===== config.mk =====
export PLATFORM = sky130hd
export DESIGN_NAME = sprite_rle_slice_decoder
export DESIGN_NICKNAME = d
export VERILOG_FILES = /design/src/rtl/srsd_pkg.sv /design/src/rtl/srsd_geometry.sv /design/src/rtl/srsd_parser.sv /design/src/rtl/sprite_rle_slice_decoder.sv
export SDC_FILE = /design/constraint.sdc
export NUM_CORES = 2
export LEC_CHECK = 0
export BUFFER_PORTS_ARGS = -buffer_cell sky130_fd_sc_hd__buf_4
export CAP_MARGIN = 20
export CELL_PAD_IN_SITES_DETAIL_PLACEMENT = 1
export CELL_PAD_IN_SITES_GLOBAL_PLACEMENT = 2
export CORE_ASPECT_RATIO = 1.75
export CORE_MARGIN = 2
export CORE_UTILIZATION = 25
export CTS_CLUSTER_SIZE = 20
export DETAILED_ROUTE_END_ITERATION = 10
export PLACE_DENSITY_LB_ADDON = 0.2
export SYNTH_ARGS = -nofsm -noshare
export SYNTH_HDL_FRONTEND = slang
export SYNTH_SLANG_ARGS = --single-unit

===== constraint.sdc =====
create_clock -name i_clk -period 22 [get_ports i_clk]
set_clock_uncertainty 0.15 [all_clocks]
set_input_delay 4.4 -clock i_clk [delete_from_list [all_inputs] [get_ports i_clk]]
set_output_delay 4.4 -clock i_clk [all_outputs]
set_load 0.005 [all_outputs]

===== src/rtl/srsd_pkg.sv =====
// Shared types and constants for the run-length sprite slice decoder.
package srsd_pkg;

    localparam int SUM_W = 36;

    localparam logic [1:0] KIND_HEADER = 2'd0;
    localparam logic [1:0] KIND_RUN    = 2'd1;
    localparam logic [1:0] KIND_END    = 2'd2;

    typedef enum logic [2:0] {
        PH_HEADER,
        PH_SLICE_WORD,
        PH_OFFSETS,
        PH_RAW,
        PH_BLOCK,
        PH_REPEAT_PIX,
        PH_LITERAL,
        PH_DONE
    } t_phase;

    typedef struct packed {
        logic [15:0] right_x;
        logic [15:0] left_x;
        logic [15:0] left_y;
        logic [15:0] right_y;
    } t_extents;

    typedef struct packed {
        logic [1:0]  kind;
        logic [19:0] pixel_index;
        logic [7:0]  pixel_value;
        logic [6:0]  run_count;
        logic [16:0] frame_width;
        logic [16:0] frame_height;
        logic        out_of_range;
    } t_result;

endpackage


===== src/rtl/srsd_geometry.sv =====
// Frame geometry pipeline: width, pixel limit and row base derived from the extents.
module srsd_geometry
    import srsd_pkg::*;
#(
    parameter int MAX_PIXELS = 1048576,
    parameter int WPW        = $clog2(MAX_PIXELS + 1)
) (
    input  logic             i_clk,
    input  t_extents         i_extents,
    output logic [16:0]      o_width,
    output logic [WPW-1:0]   o_limit,
    output logic [SUM_W-1:0] o_base
);

    localparam logic [33:0]    MaxArea  = 34'(MAX_PIXELS);
    localparam logic [WPW-1:0] MaxLimit = WPW'(MAX_PIXELS);

    logic [16:0]      r_width;
    logic [16:0]      r_height;
    logic [15:0]      r_left_x;
    logic [15:0]      r_left_y;
    logic [33:0]      r_area;
    logic [32:0]      r_lyw;
    logic [15:0]      r_left_x2;
    logic [WPW-1:0]   r_limit;
    logic [SUM_W-1:0] r_base;

    always_ff @(posedge i_clk) begin
        r_width   <= 17'(i_extents.left_x) + 17'(i_extents.right_x) + 17'd1;
        r_height  <= 17'(i_extents.left_y) + 17'(i_extents.right_y) + 17'd1;
        r_left_x  <= i_extents.left_x;
        r_left_y  <= i_extents.left_y;

        r_area    <= 34'(r_width) * 34'(r_height);
        r_lyw     <= 33'(r_left_y) * 33'(r_width);
        r_left_x2 <= r_left_x;

        r_limit   <= (r_area < MaxArea) ? r_area[WPW-1:0] : MaxLimit;
        r_base    <= SUM_W'(r_lyw) + SUM_W'(r_left_x2);
    end

    assign o_width = r_width;
    assign o_limit = r_limit;
    assign o_base  = r_base;

endmodule


===== src/rtl/srsd_parser.sv =====
// Byte parser: header, slice and block state machine with run generation.
module srsd_parser
    import srsd_pkg::*;
#(
    parameter int MAX_PIXELS = 1048576,
    parameter int WPW        = $clog2(MAX_PIXELS + 1)
) (
    input  logic             i_clk,
    input  logic             i_rst_n,
    input  logic             i_en,
    input  logic [7:0]       i_data_byte,
    input  logic             i_frame_start,
    input  logic [16:0]      i_width,
    input  logic [WPW-1:0]   i_limit,
    input  logic [SUM_W-1:0] i_base,
    output t_extents         o_extents,
    output logic             o_res_valid,
    output t_result          o_res
);

    t_phase           r_phase, n_phase;
    logic [2:0]       r_pos, n_pos;
    logic [7:0]       r_held, n_held;
    t_extents         r_ext, n_ext;
    logic [15:0]      r_off_x, n_off_x;
    logic [14:0]      r_rem, n_rem;
    logic             r_comp, n_comp;
    logic [6:0]       r_blk, n_blk;
    logic             r_rep, n_rep;
    logic [WPW-1:0]   r_wp, n_wp;
    logic signed [SUM_W-1:0] r_part, n_part;

    t_phase           c_phase;
    logic [2:0]       c_pos;
    logic [15:0]      word;
    logic [24:0]      prod_lo;
    logic signed [25:0] prod_hi;
    logic signed [SUM_W-1:0] start_sum;
    logic             do_emit;
    logic [6:0]       e_count;
    logic [WPW:0]     run_end;
    logic             run_oor;
    logic [WPW+19:0]  idx_ext;
    logic [SUM_W-1:0] limit_ext;

    assign word      = {i_data_byte, r_held};
    assign prod_lo   = 25'(i_data_byte) * 25'(i_width);
    assign prod_hi   = 26'($signed(i_data_byte)) * 26'($signed({1'b0, i_width}));
    assign start_sum = r_part + $signed({{(SUM_W-34){prod_hi[25]}}, prod_hi, 8'b0});
    assign run_end   = {1'b0, r_wp} + (WPW+1)'(e_count);
    assign run_oor   = run_end > {1'b0, i_limit};
    assign idx_ext   = {20'b0, r_wp};
    assign limit_ext = SUM_W'(i_limit);

    always_ff @(posedge i_clk) begin
        if (!i_rst_n) begin
            r_phase <= PH_HEADER;
            r_pos   <= '0;
            r_held  <= '0;
            r_ext   <= '0;
            r_off_x <= '0;
            r_rem   <= '0;
            r_comp  <= 1'b0;
            r_blk   <= '0;
            r_rep   <= 1'b0;
            r_wp    <= '0;
            r_part  <= '0;
        end else if (i_en) begin
            r_phase <= n_phase;
            r_pos   <= n_pos;
            r_held  <= n_held;
            r_ext   <= n_ext;
            r_off_x <= n_off_x;
            r_rem   <= n_rem;
            r_comp  <= n_comp;
            r_blk   <= n_blk;
            r_rep   <= n_rep;
            r_wp    <= n_wp;
            r_part  <= n_part;
        end
    end

    always_comb begin
        c_phase     = i_frame_start ? PH_HEADER : r_phase;
        c_pos       = i_frame_start ? 3'd0 : r_pos;
        n_phase     = c_phase;
        n_pos       = c_pos;
        n_held      = r_held;
        n_ext       = i_frame_start ? '0 : r_ext;
        n_off_x     = r_off_x;
        n_rem       = r_rem;
        n_comp      = r_comp;
        n_blk       = r_blk;
        n_rep       = r_rep;
        n_wp        = r_wp;
        n_part      = r_part;
        do_emit     = 1'b0;
        e_count     = 7'd1;
        o_res_valid = 1'b0;
        o_res       = '0;

        unique case (c_phase)
            PH_HEADER: begin
                if (!c_pos[0]) begin
                    n_held = i_data_byte;
                end else begin
                    unique case (c_pos[2:1])
                        2'd0:    n_ext.right_x = word;
                        2'd1:    n_ext.left_x  = word;
                        2'd2:    n_ext.left_y  = word;
                        default: n_ext.right_y = word;
                    endcase
                end
                if (c_pos == 3'd7) begin
                    o_res_valid        = 1'b1;
                    o_res.kind         = KIND_HEADER;
                    o_res.frame_width  = 17'(n_ext.left_x) + 17'(n_ext.right_x) + 17'd1;
                    o_res.frame_height = 17'(n_ext.left_y) + 17'(n_ext.right_y) + 17'd1;
                    n_pos              = 3'd0;
                    n_wp               = '0;
                    n_phase            = PH_SLICE_WORD;
                end else begin
                    n_pos = c_pos + 3'd1;
                end
            end
            PH_SLICE_WORD: begin
                if (c_pos == 3'd0) begin
                    n_held = i_data_byte;
                    n_pos  = 3'd1;
                end else begin
                    n_pos = 3'd0;
                    if (word == 16'd0) begin
                        o_res_valid = 1'b1;
                        o_res.kind  = KIND_END;
                        n_phase     = PH_DONE;
                    end else begin
                        n_comp  = word[0];
                        n_rem   = word[15:1];
                        n_phase = PH_OFFSETS;
                    end
                end
            end
            PH_OFFSETS: begin
                priority if (c_pos == 3'd0) begin
                    n_held = i_data_byte;
                    n_pos  = 3'd1;
                end else if (c_pos == 3'd1) begin
                    n_off_x = word;
                    n_pos   = 3'd2;
                end else if (c_pos == 3'd2) begin
                    n_held = i_data_byte;
                    n_pos  = 3'd3;
                    n_part = $signed(i_base)
                           + $signed({{(SUM_W-16){r_off_x[15]}}, r_off_x})
                           + $signed(SUM_W'(prod_lo));
                end else begin
                    n_pos = 3'd0;
                    if (start_sum[SUM_W-1]) begin
                        n_wp = '0;
                    end else if (start_sum > $signed(limit_ext)) begin
                        n_wp = i_limit;
                    end else begin
                        n_wp = start_sum[WPW-1:0];
                    end
                    if (r_rem == 15'd0) begin
                        n_phase = PH_SLICE_WORD;
                    end else begin
                        n_phase = r_comp ? PH_BLOCK : PH_RAW;
                    end
                end
            end
            PH_RAW: begin
                do_emit = 1'b1;
                n_rem   = (r_rem != 15'd0) ? r_rem - 15'd1 : 15'd0;
                if (n_rem == 15'd0) begin
                    n_phase = PH_SLICE_WORD;
                end
            end
            PH_BLOCK: begin
                n_rep = i_data_byte[0];
                n_blk = i_data_byte[7:1];
                n_rem = (r_rem > 15'(i_data_byte[7:1])) ? r_rem - 15'(i_data_byte[7:1])
                                                         : 15'd0;
                priority if (i_data_byte[0]) begin
                    n_phase = PH_REPEAT_PIX;
                end else if (i_data_byte[7:1] == 7'd0) begin
                    n_phase = (n_rem != 15'd0) ? PH_BLOCK : PH_SLICE_WORD;
                end else begin
                    n_phase = PH_LITERAL;
                end
            end
            PH_REPEAT_PIX: begin
                do_emit = 1'b1;
                e_count = r_blk;
                n_blk   = 7'd0;
                n_phase = (r_rem != 15'd0) ? PH_BLOCK : PH_SLICE_WORD;
            end
            PH_LITERAL: begin
                do_emit = 1'b1;
                n_blk   = (r_blk != 7'd0) ? r_blk - 7'd1 : 7'd0;
                if (n_blk == 7'd0) begin
                    n_phase = (r_rem != 15'd0) ? PH_BLOCK : PH_SLICE_WORD;
                end
            end
            PH_DONE: begin
                n_phase = PH_DONE;
            end
        endcase

        if (do_emit && (e_count != 7'd0)) begin
            o_res_valid        = 1'b1;
            o_res.kind         = KIND_RUN;
            o_res.pixel_index  = idx_ext[19:0];
            o_res.pixel_value  = i_data_byte;
            o_res.run_count    = e_count;
            o_res.out_of_range = run_oor;
            n_wp               = run_oor ? i_limit : run_end[WPW-1:0];
        end
    end

    assign o_extents = r_ext;

endmodule


===== src/rtl/sprite_rle_slice_decoder.sv =====
// Top level of the run-length sprite slice decoder.
// An accepted input byte is held in the input register; the parser's result for it is
// captured in the result register when the result register is empty or not stalled.
// Throughput: one byte per cycle; stalls only with both registers full and i_stall high.
// Reset: synchronous, active low; the parser returns to awaiting a frame header
// and both registers are emptied.
module sprite_rle_slice_decoder
    import srsd_pkg::*;
#(
    parameter int MAX_PIXELS = 1048576
) (
    input  logic        i_clk,
    input  logic        i_rst_n,
    input  logic        i_valid,
    output logic        o_stall,
    input  logic [7:0]  i_data_byte,
    input  logic        i_frame_start,
    output logic        o_valid,
    input  logic        i_stall,
    output logic [1:0]  o_kind,
    output logic [19:0] o_pixel_index,
    output logic [7:0]  o_pixel_value,
    output logic [6:0]  o_run_count,
    output logic [16:0] o_frame_width,
    output logic [16:0] o_frame_height,
    output logic        o_out_of_range
);

    localparam int WPW = $clog2(MAX_PIXELS + 1);

    logic             r_in_valid;
    logic [7:0]       r_in_byte;
    logic             r_in_start;
    logic             r_out_valid;
    t_result          r_out;

    logic             adv;
    logic             res_valid;
    t_result          res;
    t_extents         extents;
    logic [16:0]      width;
    logic [WPW-1:0]   limit;
    logic [SUM_W-1:0] base;

    assign adv     = r_in_valid && (!r_out_valid || !i_stall);
    assign o_stall = r_in_valid && !adv;

    always_ff @(posedge i_clk) begin
        if (!i_rst_n) begin
            r_in_valid <= 1'b0;
        end else if (!o_stall) begin
            r_in_valid <= i_valid;
        end
        if (!o_stall && i_valid) begin
            r_in_byte  <= i_data_byte;
            r_in_start <= i_frame_start;
        end
    end

    always_ff @(posedge i_clk) begin
        if (!i_rst_n) begin
            r_out_valid <= 1'b0;
        end else if (adv) begin
            r_out_valid <= res_valid;
        end else if (!i_stall) begin
            r_out_valid <= 1'b0;
        end
        if (adv) begin
            r_out <= res;
        end
    end

    srsd_geometry #(
        .MAX_PIXELS (MAX_PIXELS),
        .WPW        (WPW)
    ) u_geometry (
        .i_clk     (i_clk),
        .i_extents (extents),
        .o_width   (width),
        .o_limit   (limit),
        .o_base    (base)
    );

    srsd_parser #(
        .MAX_PIXELS (MAX_PIXELS),
        .WPW        (WPW)
    ) u_parser (
        .i_clk         (i_clk),
        .i_rst_n       (i_rst_n),
        .i_en          (adv),
        .i_data_byte   (r_in_byte),
        .i_frame_start (r_in_start),
        .i_width       (width),
        .i_limit       (limit),
        .i_base        (base),
        .o_extents     (extents),
        .o_res_valid   (res_valid),
        .o_res         (res)
    );

    assign o_valid        = r_out_valid;
    assign o_kind         = r_out.kind;
    assign o_pixel_index  = r_out.pixel_index;
    assign o_pixel_value  = r_out.pixel_value;
    assign o_run_count    = r_out.run_count;
    assign o_frame_width  = r_out.frame_width;
    assign o_frame_height = r_out.frame_height;
    assign o_out_of_range = r_out.out_of_range;

endmodule


==> results.md <==
* Residual DRC at 0
* Number of port buffers at 86
* Syn Std Cell Area at 51500 µm²
* CP Max Fanout at 21
* Yosys cell types at 86
* Die Span Y at 605 µm
* CTS Sinks at 461
* R2R Setup Slk at 12400 ps
* Initial antenna violation count at 8
* Starting density of the core at 25.1%
* PwrDens at 38.3 nW/µm²
* Initial DRC Count at 1275
* Clk_lat worst skew at 700 ps
* Main flop type after synthesis: dfxtp_1
* Final WL at 187000 µm
* Final setup vio count at 0
* Worst Hold Depth at 0
* Synth warn at 0
* Worst Hold Class: reg2reg
* CP max-delay cell: fa_1
* Drt wl/cell at 21.9 µm
* Gates resized, CTS repair at 0
* Ports at 87
* Rows at 220
* RSZ-0062 raised after global routing: no
* Tot Pwr at 0.00219 W
* Number of global-route vias before repair at 45200
* Routability Congestion at 0.799
* Max capacitance violation total at 0
* Clock root cell: clkbuf_16
* CP Class: reg2reg
* Post-synth EDFFs at 81
* Leakage at 26.7 nW
* Max Clk Rate at 0.104 GHz
* Worst Setup End Kind: flip-flop
* WP data required at 22440 ps
* Total GRT Usage at 18.1%
* Synth-to-Final Area Change at 10.9%
* Global-route wire length before repair at 285000 µm
* Drt pass-1 iters at 6
* Min-delay src: u_geometry.r_left_x[2]
* R2R Path End: u_parser.r_wp[1]
* CTS buffer count at 57
* Top-area cell type share of the netlist area at 24.5%
* Dpl cells at 8440
* Yosys reg bits at 461
* Synth area leaders: fa_1, dfxtp_1, ha_1
* Post-Syn Nets at 7055
* CTS tree: yes
* Post-DP HPWL at 151000 µm
* Placed instance area at 55200 µm²
* Worst EP arrival at 10040 ps
* Commonest non-fill, non-tap cell in the layout: inv_1
* Setup TNS at 0 ps
* Vias at 39800
* Period utilisation layout at 43.6%
* VDD IR max at 0.0560 mV
* Detail Route Antenna Nets at 0
* Cts hold-fix bufs at 0
* Layout fillers at 23800
* Worst reg2reg startpoint: r_in_byte[2]
* Max Root-Sink Buffers at 3
* Post-Synthesis Cells at 5880
* Area leader, netlist: fa_1
* Core area at 205000 µm²
* Fin cells at 8556
* Tmin final at 9600 ps
* Die width at 347 µm
* Slew Limit Fails at 0
* Total congestion overflow at 0
* Largest net degree at the start of global routing at 82
* Clock-pin slew on the worst setup and hold paths at 60 ps
* Fin. Hold Viols at 0
* H-tree depth at 2
* DR vias/cell at 4.65
* Crit-path max cell delay at 600 ps
* Share of cells above drive strength 1 at 5.83%
* Reg2Reg Depth at 29
* Average size of a mapped cell at 8.77 µm²
* Post-CTS setup buffers at 0
* Async S/R FF share, synth at 0%
* Worst Hold Endpoint: u_geometry.r_left_x2[2]
* Status: finished clean
* Die area at 210000 µm²
* Register area share after synthesis at 19.5%
* Nets at 7010
* Critical Path Source Type: flip-flop
* Worst-margin pin slew at 1040 ps
* Post-route cell area at 57200 µm²
* Worst slew margin at 29.7%
* Most frequent cells in the layout: inv_1, nand2_1, fa_1
## synth_stat cells, types with 8 or more instances
master,instances
nand2b_1,89
a21o_1,105
nor3_1,67
nor2_1,226
o2111ai_1,12
or3_1,15
a222oi_1,10
xnor2_1,162
o21bai_1,23
nand3b_1,10
and3_1,50
nor3b_1,9
nor2b_1,54
a21boi_0,99
nand4_1,23
xor2_1,92
o211a_1,25
o31ai_1,11
a22oi_1,8
o21a_1,35
a31oi_1,24
mux2i_1,43
a211o_1,9
fa_1,632
a21oi_1,185
nand2_1,838
inv_1,930
mux2_2,15
a211oi_1,23
edfxtp_1,81
nor4_1,16
dfxtp_1,380
o221ai_1,8
o211ai_1,20
a211oi_2,8
o41ai_1,12
o21ai_0,213
and2_1,332
or2_2,9
ha_1,530
nand3_1,81
clkbuf_1,255
## report_power, final
group	total (W)	internal, W	switching (W)	leakage [nW]
Sequential	0.000884	0.000869	0.0000150	3.86
Clock	0.00104	0.000595	0.000450	0.980
Combinational	0.000263	0.0000936	0.000170	21.8
Total	0.00219	0.00156	0.000634	26.7
## cell families (layout without fill, tap and decap cells)
group / count (synthesis) / in the layout / synth area share, %
simple gates: 1844 / 1844 / 17.0
buf+inv: 1197 / 1201 / 8.78
fa+ha+maj: 1162 / 1162 / 37.4
compound gates: 904 / 904 / 11.8
flops: 461 / 461 / 19.5
xor+xnor: 254 / 254 / 4.32
mux: 58 / 58 / 1.16
other cells: 0 / 8 / 0
## state kept, by name (all words and copies together) (netlist names), 20 cells and up
register	count
o_pixel_index	20
u_parser.r_wp	21
u_parser.o_extents	64
u_geometry.r_lyw	33
u_geometry.o_limit	21
u_geometry.o_base	34
u_geometry.r_area	34
u_parser.r_part	36
## metrics by stage
stage	hold WS (ps)	worst slack [ps]	utilization (%)
floorplan	160	12860	-
global placement	161	12320	26.9
detailed placement	163	12310	26.9
CTS	169	12250	27.9
global route	184	11670	27.9
finish	167	12400	27.9
## final cells by class
class                      instances  area [µm²]  share of cell area, %
tap                             2664        3330                   5.83
multi-input combinational       4222       37000                   64.8
clock buffer                      70        1570                   2.74
inverter                         933        3500                   6.13
antenna                            8        20.0                 0.0350
clock inverter                    38         450                  0.788
sequential                       461       10100                   17.6
timing repair buffer             160        1210                   2.12
## how the worst max path moves through the flow
stage	start	slack, ps	cells after the start	end
after detailed placement	r_in_byte[2]	12310	31	u_parser.r_part[35]
after global routing	r_in_byte[2]	11670	31	u_parser.r_part[35]
after floorplan	i_stall	12860	1	o_stall
after CTS	r_in_byte[2]	12250	31	u_parser.r_part[35]
after global placement	r_in_byte[2]	12320	31	u_parser.r_part[35]
final	r_in_byte[2]	12400	29	u_parser.r_wp[1]
## critical path, delay by kind of cell, from the launching register on
| family | cells | cell delay [ps] |
|---|---|---|
| DFF | 1 | 580 |
| xor gates and xnor gates | 1 | 440 |
| adders and majority gates | 6 | 2580 |
| muxes | 1 | 380 |
| AOI/OAI and AO/OA | 10 | 2880 |
| and+or+nand+nor | 6 | 1490 |
| buffers and inverters | 5 | 940 |
## metal layers
| metal | vias up | part of all wire [%] | GRT usage (%) |
|---|---|---|---|
| li1 | 18800 | - | - |
| met4 | 0 | 5.0 | 7.87 |
| met5 | - | 0 | 0 |
| met3 | 228 | 1.4 | 1.20 |
| met1 | 20400 | 35 | 17.5 |
| met2 | 383 | 58 | 38.0 |
(Power assumes the default switching activity.)
